==> config.mk <==
export PLATFORM = sky130hd
export DESIGN_NAME = rau_ctrl
export DESIGN_NICKNAME = d
export VERILOG_FILES = /design/src/rtl/core/rau_pkg.sv /design/src/rtl/core/rau_ctrl.sv
export SDC_FILE = /design/constraint.sdc
export NUM_CORES = 1
export LEC_CHECK = 0
export ABC_AREA = 1
export BUFFER_PORTS_ARGS = -buffer_cell sky130_fd_sc_hd__buf_4
export CAP_MARGIN = 20
export CORE_MARGIN = 5
export CORE_UTILIZATION = 53
export DETAILED_ROUTE_END_ITERATION = 12
export PLACE_DENSITY = 0.85
export REMOVE_ABC_BUFFERS = 1
export SYNTH_ARGS = -nofsm -noshare
export SYNTH_HDL_FRONTEND = slang
export SYNTH_SLANG_ARGS = --single-unit
==> constraint.sdc <==
create_clock -name clk_i -period 1.8 [get_ports clk_i]
set_input_delay 0.27 -clock clk_i [delete_from_list [all_inputs] [get_ports clk_i]]
set_output_delay 0.27 -clock clk_i [all_outputs]
set_load 0.05 [all_outputs]
==> src/rtl/core/rau_pkg.sv <==
package rau_pkg;

  // operation codes
  localparam logic [2:0] FUNC_ADD = 3'd0;
  localparam logic [2:0] FUNC_SUB = 3'd1;
  localparam logic [2:0] FUNC_MUL = 3'd2;
  localparam logic [2:0] FUNC_DIV = 3'd3;
  localparam logic [2:0] FUNC_CMP = 3'd4;

  // compare result codes
  localparam logic [1:0] CMP_EQ   = 2'd0;
  localparam logic [1:0] CMP_A_GT = 2'd1;
  localparam logic [1:0] CMP_B_GT = 2'd2;

  // input item
  typedef struct packed {
    logic        [2:0]  func;
    logic signed [31:0] a_num;
    logic signed [31:0] a_den;
    logic signed [31:0] b_num;
    logic signed [31:0] b_den;
  } rau_in_t;

  // result item
  typedef struct packed {
    logic signed [31:0] res_num;
    logic        [30:0] res_den;
    logic        [1:0]  cmp_code;
    logic               overflow;
    logic               zero_den;
  } rau_out_t;

  // datapath commands
  typedef enum logic [3:0] {
    DP_NOP,
    DP_LOAD,
    DP_MUL_P1,
    DP_MUL_P2,
    DP_MUL_DEN,
    DP_SUM,
    DP_GCD_INIT,
    DP_GCD_STEP,
    DP_DIV_INIT,
    DP_DIV_STEP,
    DP_FIN
  } dp_op_e;

  // datapath status
  typedef struct packed {
    logic bad;
    logic den_zero;
    logic num_zero;
    logic gcd_done;
  } rau_stat_t;

endpackage

==> src/rtl/core/rau_ctrl.sv <==
module rau_ctrl #(
  parameter int unsigned WORD_BITS = 32
) (
  input  logic               clk_i,
  input  logic               rst_ni,
  input  logic               start_i,
  input  rau_pkg::rau_stat_t stat_i,
  output rau_pkg::dp_op_e    op_o,
  output logic               busy_o,
  output logic               res_valid_o
);
  import rau_pkg::*;

  localparam int unsigned PW = 2 * WORD_BITS;
  localparam int unsigned CW = $clog2(PW);
  localparam logic [CW-1:0] LAST = CW'(PW - 1);

  typedef enum logic [3:0] {
    S_IDLE,
    S_MUL_P1,
    S_MUL_P2,
    S_MUL_DEN,
    S_SUM,
    S_CHECK,
    S_GCD,
    S_DIV,
    S_FIN
  } state_e;

  state_e          state_q, state_d;
  logic [CW-1:0]   cnt_q, cnt_d;
  logic            valid_q, valid_d;

  // sequencing and command decode
  always_comb begin
    state_d = state_q;
    cnt_d   = cnt_q;
    valid_d = 1'b0;
    op_o    = DP_NOP;
    unique case (state_q)
      S_IDLE: begin
        if (start_i) begin
          op_o    = DP_LOAD;
          state_d = S_MUL_P1;
        end
      end
      S_MUL_P1: begin
        if (stat_i.bad) begin
          state_d = S_FIN;
        end else begin
          op_o    = DP_MUL_P1;
          state_d = S_MUL_P2;
        end
      end
      S_MUL_P2: begin
        op_o    = DP_MUL_P2;
        state_d = S_MUL_DEN;
      end
      S_MUL_DEN: begin
        op_o    = DP_MUL_DEN;
        state_d = S_SUM;
      end
      S_SUM: begin
        op_o    = DP_SUM;
        state_d = S_CHECK;
      end
      S_CHECK: begin
        if (stat_i.den_zero || stat_i.num_zero) begin
          state_d = S_FIN;
        end else begin
          op_o    = DP_GCD_INIT;
          state_d = S_GCD;
        end
      end
      S_GCD: begin
        if (stat_i.gcd_done) begin
          op_o    = DP_DIV_INIT;
          cnt_d   = LAST;
          state_d = S_DIV;
        end else begin
          op_o = DP_GCD_STEP;
        end
      end
      S_DIV: begin
        op_o = DP_DIV_STEP;
        if (cnt_q == '0) begin
          state_d = S_FIN;
        end else begin
          cnt_d = cnt_q - 1'b1;
        end
      end
      S_FIN: begin
        op_o    = DP_FIN;
        valid_d = 1'b1;
        state_d = S_IDLE;
      end
      default: begin
        state_d = S_IDLE;
      end
    endcase
  end

  // state and strobe registers
  always_ff @(posedge clk_i or negedge rst_ni) begin
    if (!rst_ni) begin
      state_q <= S_IDLE;
      cnt_q   <= '0;
      valid_q <= 1'b0;
    end else begin
      state_q <= state_d;
      cnt_q   <= cnt_d;
      valid_q <= valid_d;
    end
  end

  assign busy_o      = (state_q != S_IDLE);
  assign res_valid_o = valid_q;

endmodule

==> impl_metrics.prom, run 1 <==
# TYPE chip_impl_metric gauge
chip_impl_info{name="status",value="complete, no violations"} 1
chip_impl_metric{name="clk_path_buf_depth",unit=""} 2
chip_impl_metric{name="grt_start_max_net_pins",unit=""} 12
chip_impl_info{name="worstSetupStartpointType",value="flip-flop"} 1
chip_impl_metric{name="report.final.hold_viol_count",unit=""} 0
chip_impl_metric{name="antenna_found_initial",unit=""} 0
chip_impl_metric{name="max_cap_viols",unit=""} 0
chip_impl_metric{name="gr-total-overflow",unit=""} 0
chip_impl_metric{name="routedWlPerCell",unit="µm"} 13.63
chip_impl_metric{name="timing.final.ws_setup",unit="ps"} 35.88
chip_impl_metric{name="wl",unit="mm"} 2.004
chip_impl_metric{name="core_area",unit="µm²"} 1318
chip_impl_metric{name="worst_ep_required",unit="ps"} 1530
chip_impl_metric{name="slew_margin_rel",unit="%"} 82.79
chip_impl_metric{name="post_synth_instance_area",unit="µm²"} 750.7
chip_impl_metric{name="timing.final.crit_share",unit="%"} 98.01
chip_impl_metric{name="drv_slew",unit=""} 0
chip_impl_metric{name="placedInstanceArea",unit="µm²"} 867.1
chip_impl_metric{name="timing_worst_slew_pin_value",unit="ps"} 258.1
chip_impl_info{name="crit_path_end_kind",value="output pin"} 1
chip_impl_metric{name="peak_supply_drop",unit="V"} 0.001419
chip_impl_metric{name="crit_fanout",unit=""} 5
chip_impl_metric{name="gp_routability_congestion",unit=""} 0.9677
chip_impl_metric{name="drt_first_pass_iters",unit=""} 4
chip_impl_metric{name="achievable_freq",unit="GHz"} 0.5669
chip_impl_metric{name="yosysSeqAreaShare",unit="%"} 36.67
chip_impl_metric{name="clkSlewWorstSetupHoldPaths",unit="ps"} 70
chip_impl_metric{name="clock_insertion_delay_worst_skew",unit="ps"} 270
chip_impl_metric{name="fillCellCount",unit=""} 94
chip_impl_metric{name="remaining_drc_errors",unit=""} 0
chip_impl_info{name="crit_path_end",value="op_o[2]"} 1
chip_impl_metric{name="synthCells",unit=""} 108
chip_impl_metric{name="syn-mean-instance-area",unit="µm²"} 6.951
chip_impl_metric{name="number_of_rows_created_at_floorplan",unit=""} 13
chip_impl_metric{name="yosys_top_cell_area_share",unit="%"} 36.67
chip_impl_metric{name="initial_core_util",unit="%"} 56.98
chip_impl_info{name="synth_top_area_cell",value="sky130_fd_sc_hd__dfrtp_1"} 1
chip_impl_metric{name="first_pass_grt_wire_length",unit="mm"} 2.939
chip_impl_info{name="post_synth_main_area_contributors",value="sky130_fd_sc_hd__dfrtp_1 37%, sky130_fd_sc_hd__nand2_1 13%, sky130_fd_sc_hd__nand3_1 11%, sky130_fd_sc_hd__nor2_1 8.5%, sky130_fd_sc_hd__inv_1 7.0%"} 1
chip_impl_info{name="crit_type",value="reg -> out"} 1
chip_impl_metric{name="route.vias.total",unit=""} 820
chip_impl_metric{name="gr-usage-all-layers",unit="%"} 18.43
chip_impl_metric{name="power.density",unit="nW/µm²"} 1828
chip_impl_metric{name="ff_to_ff_path_depth",unit=""} 8
chip_impl_metric{name="syn_to_final_growth",unit="%"} 33.00
chip_impl_metric{name="htreeDepth",unit=""} 1
chip_impl_metric{name="power_leakage",unit="nW"} 0.5460
chip_impl_metric{name="drive_gt1_share",unit="%"} 27.27
chip_impl_metric{name="first_iter_violations",unit=""} 31
chip_impl_metric{name="drt-vias-per-instance",unit=""} 5.578
chip_impl_metric{name="final_net_count",unit=""} 142
chip_impl_info{name="holdCritPathClass",value="in -> async"} 1
chip_impl_metric{name="worst_hold_slack",unit="ps"} 365.3
chip_impl_metric{name="design_power_total",unit="mW"} 1.825
chip_impl_metric{name="floorplan.die.width",unit="µm"} 47.64
chip_impl_metric{name="numClockSinks",unit=""} 11
chip_impl_metric{name="insertedDiodeCount",unit=""} 0
chip_impl_info{name="startpoint_of_the_worst_register_to_register_path",value="state_q[3]"} 1
chip_impl_metric{name="floorplan.die_area",unit="µm²"} 2269
chip_impl_info{name="worst_r2r_endpoint",value="cnt_q[1]"} 1
chip_impl_metric{name="dp_worst_setup_slack",unit="ps"} 170.0
chip_impl_metric{name="ios",unit=""} 13
chip_impl_metric{name="fin_skew",unit="ps"} 8.266
chip_impl_metric{name="worstPathArrival",unit="ps"} 1490
chip_impl_metric{name="synth-seq-cells",unit=""} 11
chip_impl_metric{name="antenna_left",unit=""} 0
chip_impl_metric{name="cts_made_buffers",unit=""} 3
chip_impl_metric{name="final-setup-viol-count",unit=""} 0
chip_impl_info{name="cts_tree",value="done"} 1
chip_impl_metric{name="yosysWarnings",unit=""} 0
chip_impl_metric{name="dpl.hpwl",unit="mm"} 1.349
chip_impl_metric{name="buffer_ports.inserted",unit=""} 12
chip_impl_metric{name="vias_in_the_first_global_route",unit=""} 701
chip_impl_metric{name="r2r_slack",unit="ps"} 370
chip_impl_info{name="worst_setup_path_startpoint",value="state_q[0]"} 1
chip_impl_metric{name="fin_crit",unit="ps"} 1764
chip_impl_metric{name="yosys.cell_types.count",unit=""} 18
chip_impl_metric{name="post-route-cell-area",unit="µm²"} 998.5
chip_impl_metric{name="die_y",unit="µm"} 47.64
chip_impl_info{name="root_buffer",value="sky130_fd_sc_hd__clkbuf_4"} 1
[how the worst min path moves through the flow]
stage                       from          end  cells after the start
after floorplan           rst_ni     cnt_q[0]                      0
after global placement    rst_ni     cnt_q[5]                      1
after detailed placement  rst_ni  res_valid_o                      1
after CTS                 rst_ni  res_valid_o                      2
after global routing      rst_ni     cnt_q[5]                      2
final                     rst_ni  res_valid_o                      2
[cells in the final DEF, fill, tap and decap left out]
master                          count
sky130_fd_sc_hd__o21ai_0            3
sky130_fd_sc_hd__nor2_2             1
sky130_fd_sc_hd__nand3b_1           1
sky130_fd_sc_hd__nand4_1            3
sky130_fd_sc_hd__nor2_1            14
sky130_fd_sc_hd__nand2_4            3
sky130_fd_sc_hd__dlygate4sd3_1      1
sky130_fd_sc_hd__or2_1              1
sky130_fd_sc_hd__o21ai_2            1
sky130_fd_sc_hd__o21ai_1            2
sky130_fd_sc_hd__dfrtp_2            2
sky130_fd_sc_hd__buf_4             16
sky130_fd_sc_hd__dfrtp_1            9
sky130_fd_sc_hd__nor2_4             5
sky130_fd_sc_hd__o2111ai_1          1
sky130_fd_sc_hd__buf_6              3
sky130_fd_sc_hd__nand3_1           17
sky130_fd_sc_hd__clkbuf_4           3
sky130_fd_sc_hd__nand2_1           26
sky130_fd_sc_hd__inv_2              1
sky130_fd_sc_hd__clkbuf_1           1
sky130_fd_sc_hd__inv_1             13
sky130_fd_sc_hd__o21bai_1           2
sky130_fd_sc_hd__nand4_2            1
sky130_fd_sc_hd__ha_1               2
[cell type report]
cell class                 instances  area (µm²)  share of cell area, %
sequential                        11       277.8                  27.82
multi-input combinational         83       459.2                  45.99
clock buffer                       4       26.28                  2.632
inverter                          14       52.55                  5.263
timing repair buffer              20       163.9                  16.42
tap                               15       18.77                  1.880
[cell usage after synthesis (all sizes together)]
cell type  instances
nand2             29
nand3             17
o21bai             2
nand4              4
nor2              20
o2111ai            1
o21ai              6
or2                1
inv               14
ha                 2
nand3b             1
dfrtp             11
[registers in the layout, summed over array words and instances (netlist names)]
name	flops
state_q	4
res_valid_o	1
cnt_q	6
[kinds of logic after synthesis]
logic type                 Yosys count  synth area share, %
AOI/OAI and AO/OA                    9                7.166
adders and majority gates            2                3.333
buffers and inverters               14                7.000
DFF                                 11                36.67
and+or+nand+nor                     72                45.83
[stage by stage]
step / TNS [ps] / cells / util [%]
after floorplan: -459.0 / 108 / -
after global placement: 0 / 136 / 65.81
after detailed placement: 0 / 136 / 65.81
after CTS: 0 / 142 / 70.18
after global routing: -99.78 / 147 / 75.78
final: 0 / 147 / 75.78
[what timing repair did]
item | in CTS | in global routing
hold buffers | 1 | 0
resized for setup | 6 | 10
endpoints found under the setup margin | 4 | 4
pin swaps | 1 | 4
buffers inserted | 1 | 5
endpoints found under the hold margin | 11 | 0
[worst max-delay path: stages, from the launching register on]
cell and delay [ps]:
sky130_fd_sc_hd__dfrtp_2 460, sky130_fd_sc_hd__inv_2 150, sky130_fd_sc_hd__nor2_4 50, sky130_fd_sc_hd__nand3_1 100, sky130_fd_sc_hd__nand2_1 80, sky130_fd_sc_hd__or2_1 230, sky130_fd_sc_hd__buf_6 160
[report_power, final]
part	switching, mW	internal (mW)	total [mW]	leakage [nW]
Combinational	0.771	0.408	1.18	0.389
Clock	0.0834	0.0857	0.169	0.0150
Sequential	0.134	0.344	0.478	0.142
[routing by layer]
metal / vias up / wire, µm / track usage [%]
met5: - / 0 / 0
met4: 0 / 17 / 5.376
met3: 4 / 100 / 4.887
met2: 30 / 1036 / 31.28
met1: 389 / 851 / 22.97
li1: 397 / - / -
Power figures use the tool's default switching activity.
==> run 2: changes to the inputs <==
Settings changed: CAP_MARGIN 20 to 25, CORE_MARGIN 5 to 10.
==> impl_metrics.prom, run 2 (synthesis gave the netlist of run 1 again) <==
# TYPE chip_impl_metric gauge
chip_impl_info{name="setup_repair_after_global_routing_missed_its_margin",value="true"} 1
chip_impl_info{name="layout.cells.most_common",value="sky130_fd_sc_hd__nand2_1"} 1
chip_impl_metric{name="final-setup-viol-count",unit=""} 0
chip_impl_metric{name="grt_start_max_net_pins",unit=""} 12
chip_impl_metric{name="first_pass_grt_wire_length",unit="mm"} 3.187
chip_impl_metric{name="htreeDepth",unit=""} 1
chip_impl_info{name="startpoint_of_the_worst_register_to_register_path",value="cnt_q[0]"} 1
chip_impl_metric{name="vias_in_the_first_global_route",unit=""} 739
chip_impl_metric{name="timing_worst_slew_pin_value",unit="ps"} 255.5
chip_impl_metric{name="drt-vias-per-instance",unit=""} 5.689
chip_impl_metric{name="gp_routability_congestion",unit=""} 0.9735
chip_impl_metric{name="slew_margin_rel",unit="%"} 82.91
chip_impl_metric{name="worstPathArrival",unit="ps"} 1530
chip_impl_metric{name="peak_supply_drop",unit="V"} 0.001588
chip_impl_metric{name="final_net_count",unit=""} 143
chip_impl_info{name="worstSetupStartpointType",value="flip-flop"} 1
chip_impl_metric{name="first_iter_violations",unit=""} 42
chip_impl_metric{name="routedWlPerCell",unit="µm"} 14.41
chip_impl_metric{name="power_frac_comb",unit="%"} 66.2
chip_impl_metric{name="numClockSinks",unit=""} 11
chip_impl_metric{name="worst_hold_slack",unit="ps"} 357.2
chip_impl_metric{name="core_area",unit="µm²"} 1318
chip_impl_info{name="crit_type",value="reg -> out"} 1
chip_impl_metric{name="buffer_ports.inserted",unit=""} 12
chip_impl_metric{name="drt_first_pass_iters",unit=""} 4
chip_impl_info{name="most_used_cells_in_the_layout_excluding_fill_and_tap_cells",value="25 x sky130_fd_sc_hd__nand2_1, 17 x sky130_fd_sc_hd__buf_4, 16 x sky130_fd_sc_hd__nand3_1, 14 x sky130_fd_sc_hd__nor2_1, 13 x sky130_fd_sc_hd__inv_1"} 1
chip_impl_metric{name="clock_insertion_delay_worst_skew",unit="ps"} 280
chip_impl_metric{name="largest_register_ffs",unit=""} 6
chip_impl_metric{name="power_frac_clock",unit="%"} 9.0
chip_impl_metric{name="p_int",unit="mW"} 0.8763
chip_impl_metric{name="number_of_rows_created_at_floorplan",unit=""} 13
chip_impl_metric{name="wl",unit="mm"} 2.133
chip_impl_metric{name="post-route-cell-area",unit="µm²"} 1023
chip_impl_metric{name="placedInstanceArea",unit="µm²"} 859.6
chip_impl_metric{name="antenna_found_initial",unit=""} 0
chip_impl_metric{name="final_util",unit="%"} 77.68
chip_impl_metric{name="report.final.hold_viol_count",unit=""} 0
chip_impl_metric{name="achievable_freq",unit="GHz"} 0.5569
chip_impl_metric{name="power_leakage",unit="nW"} 0.5566
chip_impl_info{name="root_buffer",value="sky130_fd_sc_hd__clkbuf_4"} 1
chip_impl_metric{name="route.vias.total",unit=""} 842
chip_impl_metric{name="ios",unit=""} 13
chip_impl_metric{name="power_switching",unit="mW"} 1.043
chip_impl_info{name="top_register",value="cnt_q"} 1
chip_impl_info{name="holdCritPathClass",value="in -> async"} 1
chip_impl_metric{name="syn_to_final_growth",unit="%"} 36.33
chip_impl_metric{name="ff_to_ff_path_depth",unit=""} 7
chip_impl_metric{name="drv_slew",unit=""} 0
chip_impl_metric{name="floorplan.die.width",unit="µm"} 57.64
chip_impl_metric{name="pwr-share-seq",unit="%"} 24.8
chip_impl_metric{name="dpl.hpwl",unit="mm"} 1.414
chip_impl_info{name="worst_r2r_endpoint",value="cnt_q[0]"} 1
chip_impl_metric{name="fin_crit",unit="ps"} 1796
chip_impl_metric{name="max_cap_viols",unit=""} 0
chip_impl_metric{name="worst_ep_required",unit="ps"} 1530
chip_impl_metric{name="remaining_drc_errors",unit=""} 0
chip_impl_metric{name="antenna_left",unit=""} 0
chip_impl_metric{name="gr-usage-all-layers",unit="%"} 11.65
chip_impl_metric{name="cts_made_buffers",unit=""} 3
chip_impl_metric{name="sw_frac_of_total",unit="%"} 54.35
chip_impl_metric{name="gr-total-overflow",unit=""} 0
chip_impl_info{name="cts_tree",value="done"} 1
chip_impl_metric{name="power.density",unit="nW/µm²"} 1875
chip_impl_metric{name="design_power_total",unit="mW"} 1.919
chip_impl_metric{name="clkSlewWorstSetupHoldPaths",unit="ps"} 80
chip_impl_metric{name="initial_core_util",unit="%"} 56.98
chip_impl_metric{name="insertedDiodeCount",unit=""} 0
chip_impl_info{name="crit_path_end_kind",value="output pin"} 1
chip_impl_metric{name="fin_skew",unit="ps"} 13.70
chip_impl_info{name="status",value="complete, no violations"} 1
chip_impl_metric{name="floorplan.die_area",unit="µm²"} 3322
chip_impl_metric{name="die_y",unit="µm"} 57.64
chip_impl_metric{name="r2r_slack",unit="ps"} 390
chip_impl_metric{name="clk_path_buf_depth",unit=""} 2
chip_impl_metric{name="timing.final.crit_share",unit="%"} 99.77
chip_impl_metric{name="crit_fanout",unit=""} 5
chip_impl_metric{name="drive_gt1_share",unit="%"} 30.83
## run 2: worst max path at each step
stage / start / cells after the start / slack [ps] / endpoint
floorplan: state_q[3] / 3 / -460 / op_o[0]
global placement: state_q[1] / 5 / 170 / op_o[2]
detailed placement: state_q[1] / 5 / 110 / op_o[2]
CTS: state_q[3] / 6 / 8 / op_o[1]
global route: state_q[2] / 5 / -70 / op_o[0]
finish: state_q[3] / 6 / 4 / op_o[1]
## run 2: per-layer routing
metal | track usage [%] | share of wire (%) | routed length [µm]
met5 | 0 | 0 | 0
met4 | 2.349 | 0.47 | 10
met3 | 4.575 | 7.2 | 154
met2 | 20.71 | 52 | 1108
met1 | 12.72 | 40 | 860
## run 2: critical path, cell delays in order (launching register included)
cell,delay (ps)
sky130_fd_sc_hd__dfrtp_2,470
sky130_fd_sc_hd__nor2_4,150
sky130_fd_sc_hd__nand4_1,190
sky130_fd_sc_hd__nand2_1,140
sky130_fd_sc_hd__nor2_1,50
sky130_fd_sc_hd__nand2_1,80
sky130_fd_sc_hd__buf_6,160
## run 2: what timing repair did
action / CTS / global route
hold endpoints to repair: 11 / 0
hold buffers: 1 / 0
setup endpoints to repair: 4 / 4
buffers inserted: 1 / 7
pin swaps: 1 / 7
resized for setup: 7 / 15
## run 2: metrics by stage
| step | setup TNS, ps | std cells | setup slack [ps] |
|---|---|---|---|
| floorplan | -459.0 | 108 | -459.0 |
| global placement | 0 | 135 | 174.1 |
| detailed placement | 0 | 135 | 114.6 |
| CTS | 0 | 141 | 7.725 |
| global route | -189.2 | 148 | -67.12 |
| finish | 0 | 148 | 4.190 |
## run 2: area by class of cell
| class | count | area [µm²] |
|---|---|---|
| Inverter | 14 | 55.05 |
| Timing Repair Buffer | 21 | 171.4 |
| Sequential cell | 11 | 279.0 |
| Tap cell | 15 | 18.77 |
| Fill cell | 87 | 294.0 |
| Multi-Input combinational cell | 83 | 473.0 |
| Clock buffer | 4 | 26.28 |
## run 2: power groups by stage
| stage | sequential, mW | combinational [mW] | clock, mW |
|---|---|---|---|
| 3_3_place_gp | 0.433 | 1.02 | 0 |
| 6_report | 0.475 | 1.27 | 0.173 |
| 2_1_floorplan | 0.440 | 0.769 | 0 |
| 3_5_place_dp | 0.439 | 1.05 | 0 |
| 4_1_cts | 0.453 | 1.07 | 0.173 |
| 5_1_grt | 0.489 | 1.39 | 0.192 |
